$ cat src/rtl/ebfb_pkg.sv
package ebfb_pkg;

	typedef enum logic [2:0] {
		K_FO   = 3'd0,
		K_BQ   = 3'd1,
		K_OFF  = 3'd2,
		K_GAIN = 3'd3,
		K_DAC  = 3'd4
	} step_kind_t;

	typedef struct packed {
		step_kind_t  kind;
		logic [1:0]  band;
		logic [2:0]  sec;
	} step_t;

	localparam int NSTEPS     = 23;
	localparam int HIST_DEPTH = 44;
	localparam int HIST_AW    = 6;
	localparam int BQ_HBASE   = 12;
	localparam int BQ_CBASE   = 18;
	localparam int HFRAC      = 14;
	localparam int ROM_FRAC   = 30;
	localparam logic [11:0] DAC_TOP = 12'd4095;

	localparam logic [2:0] REG_ALPHA_OFF  = 3'd0;
	localparam logic [2:0] REG_BETA_OFF   = 3'd1;
	localparam logic [2:0] REG_GAMMA_OFF  = 3'd2;
	localparam logic [2:0] REG_ALPHA_GAIN = 3'd3;
	localparam logic [2:0] REG_BETA_GAIN  = 3'd4;
	localparam logic [2:0] REG_GAMMA_GAIN = 3'd5;

	localparam logic [1:0] BAND_ALPHA = 2'd0;
	localparam logic [1:0] BAND_BETA  = 2'd1;
	localparam logic [1:0] BAND_GAMMA = 2'd2;

	// sequencer program, one entry per section or post operation
	localparam step_t PROG [NSTEPS] = '{
		'{K_FO,   BAND_ALPHA, 3'd0}, '{K_FO,   BAND_ALPHA, 3'd1}, '{K_FO,   BAND_ALPHA, 3'd2},
		'{K_OFF,  BAND_ALPHA, 3'd0}, '{K_FO,   BAND_ALPHA, 3'd3}, '{K_FO,   BAND_ALPHA, 3'd4},
		'{K_FO,   BAND_ALPHA, 3'd5}, '{K_GAIN, BAND_ALPHA, 3'd0}, '{K_DAC,  BAND_ALPHA, 3'd0},
		'{K_BQ,   BAND_BETA,  3'd0}, '{K_BQ,   BAND_BETA,  3'd1}, '{K_OFF,  BAND_BETA,  3'd0},
		'{K_GAIN, BAND_BETA,  3'd0}, '{K_BQ,   BAND_BETA,  3'd2}, '{K_BQ,   BAND_BETA,  3'd3},
		'{K_DAC,  BAND_BETA,  3'd0},
		'{K_BQ,   BAND_GAMMA, 3'd4}, '{K_BQ,   BAND_GAMMA, 3'd5}, '{K_OFF,  BAND_GAMMA, 3'd0},
		'{K_BQ,   BAND_GAMMA, 3'd6}, '{K_BQ,   BAND_GAMMA, 3'd7}, '{K_GAIN, BAND_GAMMA, 3'd0},
		'{K_DAC,  BAND_GAMMA, 3'd0}
	};

	// first-order: b0 b1 a1; biquads: b0 b1 b2 a1 a2; Q2.30
	localparam logic signed [63:0] COEF_ROM [58] = '{
		64'sd1072990205, -64'sd1072990205, -64'sd1072238585,
		64'sd1072990205, -64'sd1072990205, -64'sd1072238585,
		64'sd1072990205, -64'sd1072990205, -64'sd1072238585,
		64'sd4080219, 64'sd4080219, -64'sd1065688760,
		64'sd7301444, 64'sd7301444, -64'sd1059138935,
		64'sd5476083, 64'sd5476083, -64'sd1062789657,
		64'sd1011679547, -64'sd2023359093, 64'sd1011679547, -64'sd2143296055, 64'sd1069554231,
		64'sd990097336, -64'sd1980194672, 64'sd990097336, -64'sd2146409906, 64'sd1072668082,
		64'sd601402796, -64'sd1202590843, 64'sd601402796, -64'sd2138571591, 64'sd1065044515,
		64'sd337584429, -64'sd674954111, 64'sd337584429, -64'sd2134491372, 64'sd1060964296,
		64'sd1008673069, -64'sd2017346139, 64'sd1008673069, -64'sd2136853604, 64'sd1063219154,
		64'sd983869633, -64'sd1967739267, 64'sd983869633, -64'sd2132773385, 64'sd1059246309,
		64'sd471372661, -64'sd940812586, 64'sd471372661, -64'sd2107325704, 64'sd1035623989,
		64'sd981936898, -64'sd1961726312, 64'sd981936898, -64'sd2126438308, 64'sd1054843768
	};

endpackage

$ cat src/rtl/ebfb_hist_mem.sv
module ebfb_hist_mem #(
	parameter int W = 32
) (
	input  logic                          clk,
	input  logic                          arst_n,
	input  logic [ebfb_pkg::HIST_AW-1:0]  raddr,
	output logic [W-1:0]                  rdata,
	input  logic                          we,
	input  logic [ebfb_pkg::HIST_AW-1:0]  waddr,
	input  logic [W-1:0]                  wdata
);

	logic [W-1:0] mem [ebfb_pkg::HIST_DEPTH];
	logic [ebfb_pkg::HIST_DEPTH-1:0] valid_q;
	logic [W-1:0] rd_s1;
	logic         rvld_s1;

	always_ff @(posedge clk) begin
		if (we) begin
			mem[waddr] <= wdata;
		end
		rd_s1 <= mem[raddr];
	end

	// entries never written read as zero
	always_ff @(posedge clk or negedge arst_n) begin
		if (!arst_n) begin
			valid_q <= '0;
			rvld_s1 <= 1'b0;
		end else begin
			if (we) begin
				valid_q[waddr] <= 1'b1;
			end
			rvld_s1 <= valid_q[raddr];
		end
	end

	assign rdata = rvld_s1 ? rd_s1 : '0;

endmodule

$ cat config.mk
export PLATFORM = sky130hd
export DESIGN_NAME = ebfb_hist_mem
export DESIGN_NICKNAME = d
export VERILOG_FILES = /design/src/rtl/ebfb_pkg.sv /design/src/rtl/ebfb_hist_mem.sv
export SDC_FILE = /design/constraint.sdc
export NUM_CORES = 1
export LEC_CHECK = 0
export BUFFER_PORTS_ARGS = -buffer_cell sky130_fd_sc_hd__buf_2
export CAP_MARGIN = 20
export CORE_MARGIN = 8
export CORE_UTILIZATION = 56
export CTS_CLUSTER_SIZE = 40
export DETAILED_ROUTE_END_ITERATION = 8
export PLACE_DENSITY = 0.75
export SKIP_LAST_GASP = 1
export SLEW_MARGIN = 25
export SYNTH_ARGS = -nofsm -noshare
export SYNTH_HDL_FRONTEND = slang
export SYNTH_SLANG_ARGS = --single-unit
$ cat constraint.sdc
create_clock -name clk -period 1.6 [get_ports clk]
set_clock_uncertainty 0.15 [all_clocks]
set_input_delay 0.16 -clock clk [delete_from_list [all_inputs] [get_ports clk]]
set_output_delay 0.16 -clock clk [all_outputs]
set_load 0.005 [all_outputs]
# Word-level counts from Yosys, hierarchy flattened
# Memories as Yosys holds them, arrays and structs flattened. A register that Yosys moved wholly into a read port is not among the register bits.
# Index checks and enable logic that the tools add are counted.
# totals
register_bits,45
ram_bits,1408
input_bits,47
word_cells,15
memories,1
# op_classes
n_lt_le_gt_ge,3
n_mux,7
bitwise,1
n_reduce_logical,1
# mem_list
memory,words,word_bits,read_ports,rd_ports_with_merged_regs,write_ports,line,text
mem,44,32,1,1,1,ebfb_hist_mem.sv:13,logic [W-1:0] mem [ebfb_pkg::HIST_DEPTH];
# op_table
op,n
$or 44x44->44,1
$mux 32,1
$lt 6x7->1 const B,2
$bmux 1 s6,1
$demux 1 s6,1
$ge 6x1->1 const B,1
$mux 1,4
$logic_and 1x1->1,1

# Logic depth before layout (Yosys ltp)
# depth
depth_word,5
mapped_depth,9
mapped_depth_nobuf,5

# Least setup slack after synthesis
# OpenSTA, ideal clock, no wires.
# synth_path
path_type,input -> register
start,input port waddr[4] (netlist name)
end,memory mem[11][0] (enable)
arrival_ns,2.192
path_slack_ns,-1.164
path_stages,3
path_buffers,1
cell_sequence,or3b_2 > clkbuf_1 > nor2_1
# synth_lines
item,line,text
start: declaration,ebfb_hist_mem.sv:9,"input logic [ebfb_pkg::HIST_AW-1:0] waddr,"
end: declaration,ebfb_hist_mem.sv:13,
# No word-level cell before the write port.

# Worst setup path in the final report
# layout_path
start,register rvld_s1
end,output port rdata[8]
# layout_between
elab_chain_len,1
# layout_rtl
item,line,text
start: declaration,ebfb_hist_mem.sv:16,logic rvld_s1;
start signal: assignment,ebfb_hist_mem.sv:34,rvld_s1 <= valid_q[raddr];
$mux 32,ebfb_hist_mem.sv:38,assign rdata = rvld_s1 ? rd_s1 : '0;
end: declaration,ebfb_hist_mem.sv:7,"output logic [W-1:0] rdata,"
# Every way passes these cells.

==> summary.md <==
| Metric | Value |
|---|---|
| Clk Latency, worst-skew pair | approximately 760 ps |
| Post-synthesis sequential area ratio | 77.2% |
| Clock slew at reported path FFs | 60 ps |
| Pleak | 23.3 nW |
| Area growth syn-to-layout | 21.9% |
| Critical Path Fanout Max | 32 |
| Via density | ~6.6 |
| Die W | ~340 µm |
| Most common cell in the synthesized netlist | edfxtp_1 |
| Reg power frac | 53.0% |
| Number of synthesized register bits | about 1500 |
| Internal power | 64.2 mW |
| Overall Global Routing Usage | a little over a quarter |
| Vias in the first global route | around 32000 |
| Post-route setup slack | -453 ps |
| Initial antenna violation count | 7 |
| Post-synth top cells | edfxtp_1 (1408), mux4_2 (264), mux2i_1 (166) |
| Row count | between 100 and 150 |
| Distinct cells, synth | 39 |
| Crit path kind | reg -> out |
| Routed wire length | roughly 160000 µm |
| Pre-Repair DR Iteration Count | 6 |
| GRT Residual Overflow | 0 |
| HPWL Detailed | 93700 µm |
| Min Tclk post-route | 2050 ps |
| Fin crit share | 128% |
| DP Cell Count | 4436 |
| Main area contributors after synthesis | edfxtp_1 (74%), mux4_2 (10%), mux2i_1 (2.9%) |
| Max-slew headroom | between 30% and 40% |
| Largest net degree at the start of global routing | 46 |
| Via count | about 31000 |
| Syn nets | ~2800 |
| Reg2Reg Setup Slack | -400 ps |
| I/O pin cnt | 79 |
| Worst hold slack | about 6.7 ps |
| Startpoint Class | flop |
| TritonCTS clock tree | done |
| Clk buf depth | 3 |
| Yosys top cell by area | edfxtp_1 |
| IO buf count | 78 |
| Yosys warnings | 0 |
| Worst-Margin Slew | between 900 and 1000 ps |
| Delay of the slowest critical-path stage | a little over 400 ps |
| DIE HEIGHT | about 340 µm |
| Root Driver | clkbuf_16 |
| Pins Over Slew Limit | 0 |
| Core area | around 100000 µm² |
| Layout Nets | about 3300 |
| Max-Cap Viols | 0 |
| Post-route antenna net violation count | 0 |
| Non-Filler Instances | approximately 4800 |
| Failing checks | setup timing |
| Die area | 112000 µm² |
| Cell chain of the critical path | buf_12, and2_2, buf_2 |
| GP Congestion | around 0.85 |
| WHS Path Cells | 5 |
| Status | complete, but fails checks |
| H-tree Lvls | 4 |
| Cts bufs inserted | around 140 |
| Clk pwr share | around 40% |
| Layout cells sized above 1 | about 37% |
| Initial DRC Count | 4520 |
| Switching pwr | 17.7 mW |
| Cell Area, Synth | between 50000 and 60000 µm² |
| Post-synth top area share | around 74% |
| CP Capture Type | output port |
| F_max | 487 MHz |
| Final hold violations | 0 |
| Worst Hold Class | in -> reg |
| Switching share of power | between 20 and 25% |
| Drt wl/cell | 32.8 µm |
| Worst EP arrival | approximately 1700 ps |
| CP max stage cell | dfrtp_1 |
| Worst reg2reg path depth | 6 |
| Layout fillers | roughly 6000 |
| Mapped Cells | between 2000 and 3000 |
| Avg Cell Area, Syn | between 20 and 25 µm² |
| Post-synth EDFFs | 1408 |
| Unrepaired setup endpoints after global routing | yes |
| DRC | 0 |
| Final setup fails | 78 |
| Max VDD drop | 0.751 mV |
| Starting Density | 56.2% |
| Gate power share | ~6.6% |
| Clock Sink Count | 1485 |
| CP Data Required Time | about 1300 ps |
| Post-synth ARST share | 3.03% |
| Post-synth top flop | edfxtp_1 |
| First-pass GRT wire length | about 220000 µm |
| Pwr Density | between 1000 and 1500 nW/µm² |
-- path summary, 6_finish.rpt --
kind,start,to
max,rvld_s1,rdata[8]
min,waddr[2],mem[3][24]
max reg2reg,mem[5][26],rd_s1[26]
min reg2reg,valid_q[20],valid_q[20]
max in group asynchronous,arst_n,valid_q[24]
min in group asynchronous,arst_n,valid_q[43]
-- per-stage QoR --
step / total power [mW] / cell area [µm²] / setup slack (ps) / util (%) / setup TNS [ps]
2_1_floorplan: 46.6 / 57500 / -247 / - / -245690
3_3_place_gp: 49.0 / 63600 / -813 / 62.7 / -245080
3_5_place_dp: 49.2 / 63600 / -826 / 62.7 / -283210
4_1_cts: 81.9 / 69000 / -504 / 68.0 / -23540
5_1_grt: 83.8 / 69500 / -497 / 68.5 / -21930
6_report: 81.9 / 69500 / -453 / 68.6 / -18420
-- flip-flops by register name, summed over array words and instances, names as in the netlist --
register  flops
mem        1408
rd_s1        32
rvld_s1       1
valid_q      44
-- logic make-up (layout without fill, tap and decap cells) --
kind of cell / after synthesis / count (layout) / synth area share [%]
AOI/OAI and AO/OA: 264 / 264 / 3.39
buffers and inverters: 158 / 792 / 1.68
DFF: 1485 / 1485 / 77.2
and+or+nand+nor: 325 / 325 / 2.65
muxes: 518 / 518 / 15.1
other: 0 / 5 / 0
-- critical path: cells and delay by family, from the launching register on --
kind / cells / cell delay, ps
buffers and inverters: 2 / 300
AND/OR/NAND/NOR: 1 / 240
flip-flops: 1 / 410
-- power groups by stage --
stage | Sequential, mW | Clock (mW) | Combinational (mW)
floorplan | 44.0 | 0 | 2.58
global placement | 44.1 | 0 | 4.83
detailed placement | 44.2 | 0 | 5.00
CTS | 43.4 | 33.3 | 5.27
global route | 43.4 | 34.8 | 5.68
finish | 43.4 | 33.1 | 5.44
-- area by class of cell --
class	count	area, µm²	area share, %
flip-flops and latches	1485	44000	63.3
multi-input cells	1107	13100	18.9
repair buffers	524	6000	8.63
clock buffers	199	4080	5.86
well taps	1368	1710	2.46
clock inverters	68	548	0.788
diodes	5	12.5	0.0180
inverters	1	3.75	0.00540
-- per-layer routing --
layer  vias to the layer above  GRT usage [%]  part of all wire (%)
met4                         4           9.79                   4.1
li1                      12400              -                     -
met2                      2270           43.3                    48
met5                         -              0                 0.018
met3                       400           6.11                    12
met1                     16100           36.4                    35
-- cells in the final DEF, fill, tap and decap left out, types with 72 or more instances in the layout --
master	synthesis	routed
mux4_2	264	264
buf_2	40	72
buf_4	10	239
edfxtp_1	1408	1408
clkbuf_16	0	155
nand2_1	119	103
mux2_2	88	88
mux2i_1	166	154
buf_12	1	161
-- timing repair --
item | 4_1_cts | 5_1_grt
hold buffers | 43 | 0
endpoints found under the setup margin | 65 | 408
buffers inserted | 0 | 9
hold endpoints to repair | 1576 | 0
gates cloned | 0 | 6
gates resized for setup | 95 | 44
pin swaps | 56 | 36
No activity file was read; power rests on OpenSTA's default activity.
